### config.mk
export PLATFORM = sky130hd
export DESIGN_NAME = temp_volt_power_interpolator_core
export DESIGN_NICKNAME = d
export VERILOG_FILES = /design/src/hw/rtl/tvpi_pkg.sv /design/src/hw/rtl/tvpi_lerp.sv /design/src/hw/rtl/tvpi_datapath.sv /design/src/hw/rtl/tvpi_ctrl.sv /design/src/hw/rtl/temp_volt_power_interpolator_core.sv
export VERILOG_INCLUDE_DIRS = /design/src /design/src/hw/rtl
export SDC_FILE = /design/constraint.sdc
export NUM_CORES = 2
export LEC_CHECK = 0
export BUFFER_PORTS_ARGS = -buffer_cell sky130_fd_sc_hd__buf_4
export CAP_MARGIN = 20
export CORE_ASPECT_RATIO = 1.1
export CORE_MARGIN = 1
export CORE_UTILIZATION = 39
export CTS_BUF_LIST = sky130_fd_sc_hd__clkbuf_8
export DETAILED_ROUTE_END_ITERATION = 8
export PLACE_DENSITY = 0.59
export SLEW_MARGIN = 20
export SYNTH_ARGS = -nofsm -noshare
export SYNTH_HDL_FRONTEND = slang
export SYNTH_HIERARCHICAL = 1
export SYNTH_SLANG_ARGS = --single-unit
### constraint.sdc
create_clock -name clk -period 22 [get_ports clk]
set_clock_uncertainty 0.1 [all_clocks]
set_input_delay 2.2 -clock clk [delete_from_list [all_inputs] [get_ports clk]]
set_output_delay 2.2 -clock clk [all_outputs]
set_load 0.01 [all_outputs]
### src/hw/rtl/temp_volt_power_interpolator_core_assert.svh
// Assertion macros used by the power interpolator controller
`ifndef TEMP_VOLT_POWER_INTERPOLATOR_CORE_ASSERT_SVH
`define TEMP_VOLT_POWER_INTERPOLATOR_CORE_ASSERT_SVH
`ifndef SYNTHESIS
`define TVPI_ASSERT(lbl, clk, rst, prop) \
  lbl: assert property (@(posedge clk) disable iff (rst) prop) else $error("%m: check failed");
`define TVPI_ASSERT_ALWAYS(lbl, clk, prop) \
  lbl: assert property (@(posedge clk) prop) else $error("%m: check failed");
`else
`define TVPI_ASSERT(lbl, clk, rst, prop)
`define TVPI_ASSERT_ALWAYS(lbl, clk, prop)
`endif
`endif

### src/hw/rtl/tvpi_pkg.sv
// Types, codes and constants of the power interpolator
`timescale 1ns / 1ps
`default_nettype none
package tvpi_pkg;
  localparam int MAX_ROWS_DEF   = 8;
  localparam int MAX_POINTS_DEF = 8;

  localparam logic [1:0] MODE_QUERY = 2'd0;
  localparam logic [1:0] MODE_ROW   = 2'd1;
  localparam logic [1:0] MODE_POINT = 2'd2;

  typedef struct packed {
    logic [1:0]         mode;
    logic [2:0]         row;
    logic [2:0]         column;
    logic signed [15:0] temperature;
    logic [15:0]        voltage;
    logic [31:0]        power_value;
    logic [3:0]         point_count;
  } in_t;

  typedef struct packed {
    logic [31:0] power;
    logic        empty_error;
  } out_t;

  typedef enum logic [3:0] {
    OP_NONE,
    OP_ACCEPT,
    OP_SCAN_CMP,
    OP_ROW_END,
    OP_PT_START,
    OP_PT_END,
    OP_PT_STORE,
    OP_NEXT_ROW,
    OP_T_START,
    OP_T_STORE,
    OP_SET_ERR,
    OP_OUT_LOAD
  } op_t;

  typedef struct packed {
    op_t op;
  } cmd_t;

  typedef struct packed {
    logic rows_zero;
    logic scan_stop;
    logic pt_empty;
    logic pt_same;
    logic lerp_done;
    logic sel_hi;
    logic rows_differ;
  } status_t;
endpackage
`default_nettype wire

### src/hw/rtl/tvpi_lerp.sv
// Serial interpolation unit: a + trunc((b - a) * dx / span), one bit per cycle
`timescale 1ns / 1ps
`default_nettype none
module tvpi_lerp (
  input  logic        clk,
  input  logic        rst,
  input  logic        start,
  input  logic [31:0] a,
  input  logic [31:0] b,
  input  logic [16:0] dx,
  input  logic [16:0] span,
  output logic        done,
  output logic [31:0] result
);
  logic        busy;
  logic [4:0]  cnt;
  logic [31:0] mag;
  logic [31:0] base;
  logic        neg;
  logic [16:0] dx_q;
  logic [16:0] span_q;
  logic [16:0] rem;
  logic [31:0] quo;

  logic [18:0] part;
  logic [18:0] one_span;
  logic [18:0] two_span;
  logic [18:0] rem_full;
  logic [1:0]  digit;
  logic [31:0] quo_next;

  // one radix-2 step of |b-a|*dx/span; digit is 0..2 since dx < span
  always_comb begin
    one_span = {2'b00, span_q};
    two_span = {1'b0, span_q, 1'b0};
    part     = {1'b0, rem, 1'b0} + (mag[31] ? {2'b00, dx_q} : 19'd0);
    if (part >= two_span) begin
      digit    = 2'd2;
      rem_full = part - two_span;
    end else if (part >= one_span) begin
      digit    = 2'd1;
      rem_full = part - one_span;
    end else begin
      digit    = 2'd0;
      rem_full = part;
    end
    quo_next = {quo[30:0], 1'b0} + {30'd0, digit};
  end

  always_ff @(posedge clk) begin
    if (rst) begin
      busy <= 1'b0;
      done <= 1'b0;
    end else begin
      done <= 1'b0;
      if (start) begin
        busy <= 1'b1;
        cnt  <= 5'd31;
        neg  <= (b < a);
        mag  <= (b < a) ? (a - b) : (b - a);
        base <= a;
        dx_q   <= dx;
        span_q <= span;
        rem  <= 17'd0;
        quo  <= 32'd0;
      end else if (busy) begin
        mag <= {mag[30:0], 1'b0};
        rem <= rem_full[16:0];
        quo <= quo_next;
        cnt <= cnt - 5'd1;
        if (cnt == 5'd0) begin
          busy   <= 1'b0;
          done   <= 1'b1;
          result <= neg ? (base - quo_next) : (base + quo_next);
        end
      end
    end
  end
endmodule
`default_nettype wire

### src/hw/rtl/tvpi_datapath.sv
// Table storage, breakpoint search registers and output register
`timescale 1ns / 1ps
`default_nettype none
module tvpi_datapath #(
  parameter int MAX_ROWS   = tvpi_pkg::MAX_ROWS_DEF,
  parameter int MAX_POINTS = tvpi_pkg::MAX_POINTS_DEF
) (
  input  logic            clk,
  input  logic            rst,
  input  tvpi_pkg::in_t   in_data,
  input  logic            cfg_we,
  input  logic [3:0]      cfg_data,
  input  tvpi_pkg::cmd_t  cmd,
  output tvpi_pkg::status_t st,
  output tvpi_pkg::out_t  out_data
);
  import tvpi_pkg::*;

  localparam int RW   = (MAX_ROWS > 1) ? $clog2(MAX_ROWS) : 1;
  localparam int PW   = (MAX_POINTS > 1) ? $clog2(MAX_POINTS) : 1;
  localparam int IW   = (RW > PW) ? RW : PW;
  localparam int NPT  = MAX_ROWS * MAX_POINTS;
  localparam int AW   = (NPT > 1) ? $clog2(NPT) : 1;
  localparam int LW   = $clog2(((MAX_ROWS > MAX_POINTS) ? MAX_ROWS : MAX_POINTS) + 1);
  localparam int PCW  = $clog2(MAX_POINTS + 1);

  // configuration
  logic [3:0]    row_count;
  logic [LW-1:0] n_rows;

  // storage
  logic signed [15:0] temp_mem [MAX_ROWS];
  logic [47:0]        pt_mem   [NPT];
  logic [PCW-1:0]     pcount   [MAX_ROWS];
  logic signed [15:0] temp_rd;
  logic [47:0]        pt_rd;

  // query operands and search state
  logic signed [15:0] t_q;
  logic [15:0]        v_q;
  logic               scan_pt;
  logic [IW-1:0]      idx;
  logic [LW-1:0]      limit;
  logic [IW-1:0]      lo_idx, hi_idx;
  logic               lo_ok, hi_ok;
  logic signed [16:0] key_lo, key_hi;
  logic [31:0]        pay_lo, pay_hi;
  logic [RW-1:0]      row_lo, row_hi;
  logic signed [16:0] tkey_lo, tkey_hi;
  logic               sel_hi;
  logic [31:0]        rv0, rv1, res_val;
  logic               err;
  out_t               out_q;

  logic [RW-1:0]      row_sel;
  logic               row_ok, col_ok;
  logic [RW-1:0]      wr_row;
  logic [AW-1:0]      wr_addr, rd_addr;
  logic [PCW-1:0]     cnt_clamp;
  logic signed [16:0] cur_key, target;
  logic               is_eq, is_gt;
  logic [LW-1:0]      idx_ext_next;
  logic [IW-1:0]      r_lo_idx, r_hi_idx;
  logic signed [16:0] r_key_lo, r_key_hi;
  logic [31:0]        r_pay_lo, r_pay_hi;
  logic               lerp_start, lerp_done;
  logic [31:0]        lerp_a, lerp_b, lerp_res;
  logic [16:0]        lerp_dx, lerp_span;
  logic               accept_query;

  assign n_rows = (int'(row_count) > MAX_ROWS) ? LW'(MAX_ROWS) : LW'(row_count);

  // write decode
  assign row_ok    = int'(in_data.row) < MAX_ROWS;
  assign col_ok    = int'(in_data.column) < MAX_POINTS;
  assign wr_row    = RW'(in_data.row);
  assign wr_addr   = AW'(int'(in_data.row) * MAX_POINTS + int'(in_data.column));
  assign cnt_clamp = (int'(in_data.point_count) > MAX_POINTS) ? PCW'(MAX_POINTS)
                                                              : PCW'(in_data.point_count);
  assign accept_query = (cmd.op == OP_ACCEPT) && (in_data.mode == MODE_QUERY);

  // read decode
  assign row_sel = sel_hi ? row_hi : row_lo;
  assign rd_addr = AW'(int'(row_sel) * MAX_POINTS + int'(idx[PW-1:0]));

  // config register
  always_ff @(posedge clk) begin
    if (rst) begin
      row_count <= 4'd0;
    end else if (cfg_we) begin
      row_count <= cfg_data;
    end
  end

  // row temperature memory
  always_ff @(posedge clk) begin
    if (cmd.op == OP_ACCEPT && in_data.mode == MODE_ROW && row_ok) begin
      temp_mem[wr_row] <= in_data.temperature;
    end
    temp_rd <= temp_mem[idx[RW-1:0]];
  end

  // point memory: voltage over power
  always_ff @(posedge clk) begin
    if (cmd.op == OP_ACCEPT && in_data.mode == MODE_POINT && row_ok && col_ok) begin
      pt_mem[wr_addr] <= {in_data.voltage, in_data.power_value};
    end
    pt_rd <= pt_mem[rd_addr];
  end

  // point counts, cleared at reset
  always_ff @(posedge clk) begin
    if (rst) begin
      for (int i = 0; i < MAX_ROWS; i++) begin
        pcount[i] <= '0;
      end
    end else if (cmd.op == OP_ACCEPT && in_data.mode == MODE_ROW && row_ok) begin
      pcount[wr_row] <= cnt_clamp;
    end
  end

  // scan compare
  always_comb begin
    cur_key      = scan_pt ? $signed({1'b0, pt_rd[47:32]}) : {temp_rd[15], temp_rd};
    target       = scan_pt ? $signed({1'b0, v_q}) : {t_q[15], t_q};
    is_eq        = (cur_key == target);
    is_gt        = (cur_key > target);
    idx_ext_next = LW'(idx) + LW'(1);
  end

  // fill in a missing neighbor from the other side
  always_comb begin
    r_lo_idx = lo_ok ? lo_idx : hi_idx;
    r_hi_idx = hi_ok ? hi_idx : lo_idx;
    r_key_lo = lo_ok ? key_lo : key_hi;
    r_key_hi = hi_ok ? key_hi : key_lo;
    r_pay_lo = lo_ok ? pay_lo : pay_hi;
    r_pay_hi = hi_ok ? pay_hi : pay_lo;
  end

  // interpolation operands
  always_comb begin
    if (cmd.op == OP_T_START) begin
      lerp_start = 1'b1;
      lerp_a     = rv0;
      lerp_b     = rv1;
      lerp_dx    = 17'({t_q[15], t_q} - tkey_lo);
      lerp_span  = 17'(tkey_hi - tkey_lo);
    end else begin
      lerp_start = (cmd.op == OP_PT_END) && (r_lo_idx != r_hi_idx);
      lerp_a     = r_pay_lo;
      lerp_b     = r_pay_hi;
      lerp_dx    = 17'($signed({1'b0, v_q}) - r_key_lo);
      lerp_span  = 17'(r_key_hi - r_key_lo);
    end
  end

  tvpi_lerp u_lerp (
    .clk    (clk),
    .rst    (rst),
    .start  (lerp_start),
    .a      (lerp_a),
    .b      (lerp_b),
    .dx     (lerp_dx),
    .span   (lerp_span),
    .done   (lerp_done),
    .result (lerp_res)
  );

  // search and result registers
  always_ff @(posedge clk) begin
    case (cmd.op)
      OP_ACCEPT: begin
        if (accept_query) begin
          t_q     <= in_data.temperature;
          v_q     <= in_data.voltage;
          err     <= (n_rows == '0);
          scan_pt <= 1'b0;
          idx     <= '0;
          lo_ok   <= 1'b0;
          hi_ok   <= 1'b0;
          limit   <= n_rows;
          sel_hi  <= 1'b0;
        end
      end
      OP_SCAN_CMP: begin
        if (is_eq) begin
          lo_idx <= idx;
          hi_idx <= idx;
          lo_ok  <= 1'b1;
          hi_ok  <= 1'b1;
          key_lo <= cur_key;
          key_hi <= cur_key;
          pay_lo <= pt_rd[31:0];
          pay_hi <= pt_rd[31:0];
        end else if (is_gt) begin
          hi_idx <= idx;
          hi_ok  <= 1'b1;
          key_hi <= cur_key;
          pay_hi <= pt_rd[31:0];
        end else begin
          lo_idx <= idx;
          lo_ok  <= 1'b1;
          key_lo <= cur_key;
          pay_lo <= pt_rd[31:0];
          idx    <= idx + IW'(1);
        end
      end
      OP_ROW_END: begin
        row_lo  <= r_lo_idx[RW-1:0];
        row_hi  <= r_hi_idx[RW-1:0];
        tkey_lo <= r_key_lo;
        tkey_hi <= r_key_hi;
      end
      OP_PT_START: begin
        scan_pt <= 1'b1;
        idx     <= '0;
        lo_ok   <= 1'b0;
        hi_ok   <= 1'b0;
        limit   <= LW'(pcount[row_sel]);
      end
      OP_PT_END: begin
        if (r_lo_idx == r_hi_idx) begin
          if (sel_hi) begin
            rv1 <= r_pay_lo;
          end else begin
            rv0 <= r_pay_lo;
          end
        end
      end
      OP_PT_STORE: begin
        if (sel_hi) begin
          rv1 <= lerp_res;
        end else begin
          rv0 <= lerp_res;
        end
      end
      OP_NEXT_ROW: begin
        sel_hi <= 1'b1;
      end
      OP_T_STORE: begin
        res_val <= lerp_res;
      end
      OP_SET_ERR: begin
        err <= 1'b1;
      end
      OP_OUT_LOAD: begin
        out_q.empty_error <= err;
        out_q.power       <= err ? 32'd0 : ((row_lo != row_hi) ? res_val : rv0);
      end
      default: begin
      end
    endcase
  end

  // status to the controller
  always_comb begin
    st.rows_zero   = (n_rows == '0);
    st.scan_stop   = is_eq || is_gt || (idx_ext_next == limit);
    st.pt_empty    = (pcount[row_sel] == '0);
    st.pt_same     = (r_lo_idx == r_hi_idx);
    st.lerp_done   = lerp_done;
    st.sel_hi      = sel_hi;
    st.rows_differ = (row_lo != row_hi);
  end

  assign out_data = out_q;
endmodule
`default_nettype wire

### src/hw/rtl/tvpi_ctrl.sv
// Query sequencer: row search, point search per row, interpolations, result handoff
`timescale 1ns / 1ps
`default_nettype none
`include "temp_volt_power_interpolator_core_assert.svh"
module tvpi_ctrl (
  input  logic              clk,
  input  logic              rst,
  input  logic              in_valid,
  input  logic [1:0]        in_mode,
  output logic              in_ready,
  output logic              out_valid,
  input  logic              out_ready,
  input  tvpi_pkg::status_t st,
  output tvpi_pkg::cmd_t    cmd
);
  import tvpi_pkg::*;

  typedef enum logic [3:0] {
    S_IDLE,
    S_ROW_RD,
    S_ROW_CMP,
    S_ROW_END,
    S_PT_SEL,
    S_PT_RD,
    S_PT_CMP,
    S_PT_END,
    S_PT_WAIT,
    S_ROW_NEXT,
    S_T_START,
    S_T_WAIT,
    S_FINISH
  } state_t;

  state_t state, state_next;
  logic   load_out;

  assign in_ready = (state == S_IDLE);

  // next state and datapath command
  always_comb begin
    state_next = state;
    cmd.op     = OP_NONE;
    load_out   = 1'b0;
    case (state)
      S_IDLE: begin
        if (in_valid) begin
          cmd.op = OP_ACCEPT;
          if (in_mode == MODE_QUERY) begin
            state_next = st.rows_zero ? S_FINISH : S_ROW_RD;
          end
        end
      end
      S_ROW_RD: state_next = S_ROW_CMP;
      S_ROW_CMP: begin
        cmd.op = OP_SCAN_CMP;
        state_next = st.scan_stop ? S_ROW_END : S_ROW_RD;
      end
      S_ROW_END: begin
        cmd.op     = OP_ROW_END;
        state_next = S_PT_SEL;
      end
      S_PT_SEL: begin
        if (st.pt_empty) begin
          cmd.op     = OP_SET_ERR;
          state_next = S_FINISH;
        end else begin
          cmd.op     = OP_PT_START;
          state_next = S_PT_RD;
        end
      end
      S_PT_RD: state_next = S_PT_CMP;
      S_PT_CMP: begin
        cmd.op = OP_SCAN_CMP;
        state_next = st.scan_stop ? S_PT_END : S_PT_RD;
      end
      S_PT_END: begin
        cmd.op     = OP_PT_END;
        state_next = st.pt_same ? S_ROW_NEXT : S_PT_WAIT;
      end
      S_PT_WAIT: begin
        if (st.lerp_done) begin
          cmd.op     = OP_PT_STORE;
          state_next = S_ROW_NEXT;
        end
      end
      S_ROW_NEXT: begin
        if (st.rows_differ && !st.sel_hi) begin
          cmd.op     = OP_NEXT_ROW;
          state_next = S_PT_SEL;
        end else if (st.rows_differ) begin
          state_next = S_T_START;
        end else begin
          state_next = S_FINISH;
        end
      end
      S_T_START: begin
        cmd.op     = OP_T_START;
        state_next = S_T_WAIT;
      end
      S_T_WAIT: begin
        if (st.lerp_done) begin
          cmd.op     = OP_T_STORE;
          state_next = S_FINISH;
        end
      end
      S_FINISH: begin
        if (!out_valid || out_ready) begin
          cmd.op     = OP_OUT_LOAD;
          load_out   = 1'b1;
          state_next = S_IDLE;
        end
      end
      default: state_next = S_IDLE;
    endcase
  end

  // state and output valid
  always_ff @(posedge clk) begin
    if (rst) begin
      state     <= S_IDLE;
      out_valid <= 1'b0;
    end else begin
      state <= state_next;
      if (load_out) begin
        out_valid <= 1'b1;
      end else if (out_ready) begin
        out_valid <= 1'b0;
      end
    end
  end

  `TVPI_ASSERT_ALWAYS(a_reset_idle, clk, rst |=> (state == S_IDLE && !out_valid))
  `TVPI_ASSERT(a_done_in_wait, clk, rst, st.lerp_done |-> (state == S_PT_WAIT || state == S_T_WAIT))
  `TVPI_ASSERT(a_result_from_finish, clk, rst, $rose(out_valid) |-> $past(state == S_FINISH))
endmodule
`default_nettype wire

### src/hw/rtl/temp_volt_power_interpolator_core.sv
// Top level of the temperature and voltage power table interpolator
`timescale 1ns / 1ps
`default_nettype none
// Power table interpolator. Mode 1 and mode 2 requests load the table; mode 3 is dropped.
// A query (mode 0) returns one result: it scans the row temperatures, then scans the voltage
// points of the lower bracketing row and, if the voltage falls between points, runs the serial
// interpolation unit (one quotient bit per cycle); the upper row repeats this when the
// temperature falls between rows, followed by one more interpolation pass over temperature.
// The search length and the shared interpolation unit set how long a query takes; one
// request is worked at a time.
// Table memories need no clearing pass after reset; only the point counts and the row count reset to zero.
// The result register holds a finished result while the next request is taken.
module temp_volt_power_interpolator_core #(
  parameter int MAX_ROWS   = tvpi_pkg::MAX_ROWS_DEF,
  parameter int MAX_POINTS = tvpi_pkg::MAX_POINTS_DEF
) (
  input  logic           clk,
  input  logic           rst,
  input  logic           in_valid,
  output logic           in_ready,
  input  tvpi_pkg::in_t  in_data,
  output logic           out_valid,
  input  logic           out_ready,
  output tvpi_pkg::out_t out_data,
  input  logic           cfg_valid,
  output logic           cfg_ready,
  input  logic [3:0]     cfg_data
);
  import tvpi_pkg::*;

  cmd_t    cmd;
  status_t st;

  assign cfg_ready = 1'b1;

  tvpi_ctrl u_ctrl (
    .clk       (clk),
    .rst       (rst),
    .in_valid  (in_valid),
    .in_mode   (in_data.mode),
    .in_ready  (in_ready),
    .out_valid (out_valid),
    .out_ready (out_ready),
    .st        (st),
    .cmd       (cmd)
  );

  tvpi_datapath #(
    .MAX_ROWS   (MAX_ROWS),
    .MAX_POINTS (MAX_POINTS)
  ) u_datapath (
    .clk      (clk),
    .rst      (rst),
    .in_data  (in_data),
    .cfg_we   (cfg_valid && cfg_ready),
    .cfg_data (cfg_data),
    .cmd      (cmd),
    .st       (st),
    .out_data (out_data)
  );
endmodule
`default_nettype wire
==> reports/qor.yml <==
via_count: 83020
min-delay-path-class: "register to register"
slew_margin_rel_pct: 19.29
io_pins: 121
place.port_buffers: 119
yosysSeqAreaShare_pct: 72.39
power.ir.vdd_worst_mv: 0.1101
path_clk_slew_ns: 0.07
worst_path_dominant_cell_family: "compound AO/OA/AOI/OAI gates"
grt_max_degree: 112
postSynthRegisterBits: 3808
pre_cts_setup_slack_ns: 11.20
placed_cell_area_sq_um: 164800
first_global_vias: 84110
clkSinkCount: 3808
cts_post_setup_buffers_inserted: 0
drt_pre_antenna_iters: 6
initial_drc_count: 8787
crit_path_top_delay_cell: "sky130_fd_sc_hd__o311ai_0"
ctsHoldBuffers: 0
post_synth_instance_area_sq_um: 156900
worstSetupPathType: "register to register"
share_of_post_route_cells_with_drive_strength_above_1_pct: 23.88
max_slew.worst_pin.slew_ns: 1.211
timing.critical_path.to_type: "register"
fill_cells: 34220
critPathMaxFanout: 27
rows: 243
avgViaCountPerCell: 5.763
finish.instance_area_sq_um: 175900
tritoncts_clock_tree: "done"
h-tree-depth: 6
synth_warnings: 6
global_route_congestion_overflow_total: 0
timing.setup.tns_ns: 0
max-clock-path-buffers: 4
synth_nets: 8465
sum_of_routed_wire_length_over_all_layers_mm: 432.4
maxClockFrequency_mhz: 92.40
syn-mean-instance-area_sq_um: 19.28
synth_cells: 8140
maxSlewViolCount: 0
timing.critical_path.required_ns: 22.87
worst_setup_path_start_kind: "register"
ys_async_sr_fraction_pct: 0
cp_data_arrival_time_ns: 11.69
pwr_density_cell_nw_per_um2: 117.1
wire_length_of_the_first_global_routing_pass_mm: 610.8
grt_setup_unrepaired: "no"
nets: 8978
crit_buf_inv: 3
ys_dominant_reg_cell: "sky130_fd_sc_hd__edfxtp_1"
detail-route-antenna-nets: 0
layout-area-overhead-vs-synth_pct: 12.10
max-cap-violations: 0
place.detailed.hpwl_mm: 243.7
outcome: "finished clean"
route.detailed.drc: 0
fin_hold_ws_ns: 0.3056
design_power_total_mw: 20.60
number_of_antenna_violations_at_the_first_check_in_global_routing: 41
routedWlPerCell_um: 30.02
fp.coreArea_sq_um: 399200
final-hold-violation-count: 0
die_width_um: 606.8
worst_path_largest_cell_delay_ns: 0.70
min_period_over_period_pct: 49.19
synth.lib_cells_used.distinct: 89
fin_ws_ns: 11.18
setup_violations: 0
synth_enable_flop_cells: 3733
die_y_um: 667.3
dieArea_sq_um: 404900
clock-root-buffer: "sky130_fd_sc_hd__clkbuf_8"
cts_resized: 0
cts_inserted_buffers: 608
critPathMostFrequentCell: "sky130_fd_sc_hd__ha_1"
grt.total_usage_pct: 21.06
static-leakage-power_nw: 57.91
period_minus_slack_ns: 10.82
skew_pair_late_insertion_delay_ns: 1.23
gpl.final_weighted_congestion: 0.8621
initial_core_util_pct: 39.31
-- area by class of cell --
class / count / area [sq um] / share of cell area (%)
sequential: 3808 / 113600 / 64.58
multi-input combinational: 3727 / 41420 / 23.54
clock buffer: 630 / 8671 / 4.929
tap: 5267 / 6590 / 3.746
timing repair buffer: 308 / 2530 / 1.438
clock inverter: 452 / 2317 / 1.317
inverter: 200 / 750.7 / 0.4268
antenna: 13 / 32.53 / 0.01849
-- where the power goes --
part           internal, mW  switching [mW]  total, mW
logic                  2.76            3.74       6.50
registers              8.38           0.147       8.53
clock network          2.74            2.84       5.57
-- flip-flops by register name (all words and copies together), names as in the netlist, 17 cells and up --
register	flops
u_datapath/rv1	32
u_datapath/u_lerp/dx_q	17
u_datapath/pay_hi	32
u_datapath/u_lerp/base	32
u_datapath/u_lerp/mag	32
u_datapath/out_data	33
u_datapath/u_lerp/result	32
u_datapath/u_lerp/quo	31
u_datapath/pay_lo	32
u_datapath/u_lerp/rem	17
u_datapath/key_hi	17
u_datapath/temp_mem	128
u_datapath/tkey_hi	17
u_datapath/key_lo	17
u_datapath/tkey_lo	17
u_datapath/res_val	32
u_datapath/pcount	32
u_datapath/pt_mem	3072
u_datapath/rv0	32
u_datapath/u_lerp/span_q	17
u_datapath/pt_rd	48
-- Yosys cell counts (23+ instances only) --
| master | count | area (sq um) |
|---|---|---|
| sky130_fd_sc_hd__o21a_1 | 41 | 307.8 |
| sky130_fd_sc_hd__nand2b_1 | 36 | 225.2 |
| sky130_fd_sc_hd__o211ai_1 | 26 | 195.2 |
| sky130_fd_sc_hd__and3_1 | 25 | 156.4 |
| sky130_fd_sc_hd__a21o_1 | 92 | 690.7 |
| sky130_fd_sc_hd__a211oi_1 | 31 | 232.7 |
| sky130_fd_sc_hd__dfxtp_1 | 75 | 1501 |
| sky130_fd_sc_hd__o21bai_1 | 30 | 225.2 |
| sky130_fd_sc_hd__nor3_1 | 72 | 360.4 |
| sky130_fd_sc_hd__and2_1 | 28 | 175.2 |
| sky130_fd_sc_hd__mux4_2 | 944 | 21260 |
| sky130_fd_sc_hd__mux2_2 | 53 | 596.8 |
| sky130_fd_sc_hd__o31ai_1 | 24 | 180.2 |
| sky130_fd_sc_hd__a22oi_1 | 99 | 743.2 |
| sky130_fd_sc_hd__mux2i_1 | 287 | 2873 |
| sky130_fd_sc_hd__nor2b_1 | 38 | 237.7 |
| sky130_fd_sc_hd__buf_4 | 26 | 195.2 |
| sky130_fd_sc_hd__a21oi_1 | 282 | 1411 |
| sky130_fd_sc_hd__o22ai_1 | 53 | 331.6 |
| sky130_fd_sc_hd__buf_2 | 109 | 545.5 |
| sky130_fd_sc_hd__o21ai_0 | 148 | 740.7 |
| sky130_fd_sc_hd__nand4_1 | 23 | 143.9 |
| sky130_fd_sc_hd__nor2_1 | 450 | 1689 |
| sky130_fd_sc_hd__clkbuf_1 | 217 | 814.5 |
| sky130_fd_sc_hd__nand3_1 | 62 | 310.3 |
| sky130_fd_sc_hd__xnor2_1 | 124 | 1086 |
| sky130_fd_sc_hd__inv_1 | 200 | 750.7 |
| sky130_fd_sc_hd__buf_1 | 42 | 157.7 |
| sky130_fd_sc_hd__ha_1 | 230 | 2878 |
| sky130_fd_sc_hd__nand2_1 | 188 | 705.7 |
| sky130_fd_sc_hd__a31oi_1 | 31 | 193.9 |
| sky130_fd_sc_hd__edfxtp_1 | 3733 | 112100 |
| sky130_fd_sc_hd__xor2_1 | 96 | 840.8 |
-- routing by layer --
metal	global-route usage (%)	up-vias	wire [um]
met5	0	-	102
li1	-	34360	-
met2	34.16	3685	208100
met4	6.861	16	13690
met3	3.812	773	34700
met1	28.75	44190	175800
-- worst paths after layout --
check,to,from,cells after the start,slack (ns)
hold reg to reg,u_datapath/pay_lo[3]$_DFFE_PP_,u_datapath/pt_rd[3]$_DFF_P_,0,0.31
hold / removal,u_datapath/pay_lo[3]$_DFFE_PP_,u_datapath/pt_rd[3]$_DFF_P_,0,0.31
setup / recovery,u_datapath/u_lerp/result[30]$_DFFE_PP_,u_datapath/u_lerp/mag[31]$_DFFE_PP_,37,11.18
setup reg to reg,u_datapath/u_lerp/result[30]$_DFFE_PP_,u_datapath/u_lerp/mag[31]$_DFFE_PP_,37,11.18
-- cell usage in the layout (no fill, tap or decap), types with 25 or more instances in the layout --
cell,Yosys,routed
sky130_fd_sc_hd__nand3_1,62,60
sky130_fd_sc_hd__edfxtp_1,3733,3733
sky130_fd_sc_hd__o21ai_0,148,148
sky130_fd_sc_hd__xor2_1,96,96
sky130_fd_sc_hd__nor3_1,72,67
sky130_fd_sc_hd__o22ai_1,53,52
sky130_fd_sc_hd__nor2_1,450,374
sky130_fd_sc_hd__and3_1,25,25
sky130_fd_sc_hd__nand2b_1,36,36
sky130_fd_sc_hd__ha_1,230,230
sky130_fd_sc_hd__a211oi_1,31,31
sky130_fd_sc_hd__o211ai_1,26,26
sky130_fd_sc_hd__xnor2_1,124,124
sky130_fd_sc_hd__clkinv_2,0,43
sky130_fd_sc_hd__inv_1,200,416
sky130_fd_sc_hd__dfxtp_1,75,75
sky130_fd_sc_hd__o21bai_1,30,30
sky130_fd_sc_hd__nor2_4,0,67
sky130_fd_sc_hd__a21oi_1,282,279
sky130_fd_sc_hd__mux2i_1,287,286
sky130_fd_sc_hd__a21o_1,92,92
sky130_fd_sc_hd__clkinv_1,0,131
sky130_fd_sc_hd__mux4_2,944,944
sky130_fd_sc_hd__nand2_1,188,186
sky130_fd_sc_hd__a22oi_1,99,99
sky130_fd_sc_hd__and2_1,28,27
sky130_fd_sc_hd__o21a_1,41,41
sky130_fd_sc_hd__nor2b_1,38,37
sky130_fd_sc_hd__a31oi_1,31,31
sky130_fd_sc_hd__mux2_2,53,53
sky130_fd_sc_hd__clkbuf_8,0,630
sky130_fd_sc_hd__buf_4,26,290
-- worst reg2reg max path, delay by kind of cell (launching register included) --
family | cells | cell delay (ns)
AO/OA/AOI/OAI | 15 | 4.53
XOR/XNOR | 2 | 0.30
adder cells (fa/ha/maj) | 6 | 1.92
AND/OR/NAND/NOR | 10 | 2.16
multiplexers | 1 | 0.20
buffers and inverters | 3 | 0.76
flip-flops | 1 | 0.63
-- logic make-up (layout without fill, tap and decap cells) --
| kind of cell | after synthesis | after routing | synth area share [%] |
|---|---|---|---|
| buf+inv | 605 | 1590 | 1.649 |
| other cells | 1 | 14 | 0.002390 |
| flops | 3808 | 3808 | 72.39 |
| compound gates | 979 | 979 | 4.062 |
| fa+ha+maj | 240 | 240 | 1.962 |
| simple gates | 1003 | 1003 | 2.943 |
| xor+xnor | 220 | 220 | 1.228 |
| mux | 1284 | 1284 | 15.76 |
-- through the flow --
stage	cells	utilization (%)
after floorplan	8140	-
after global placement	13300	41.26
after detailed placement	13310	41.29
after CTS	14390	44.04
after global routing	14400	44.06
final	14410	44.06
No activity file was read; power rests on OpenSTA's default activity.
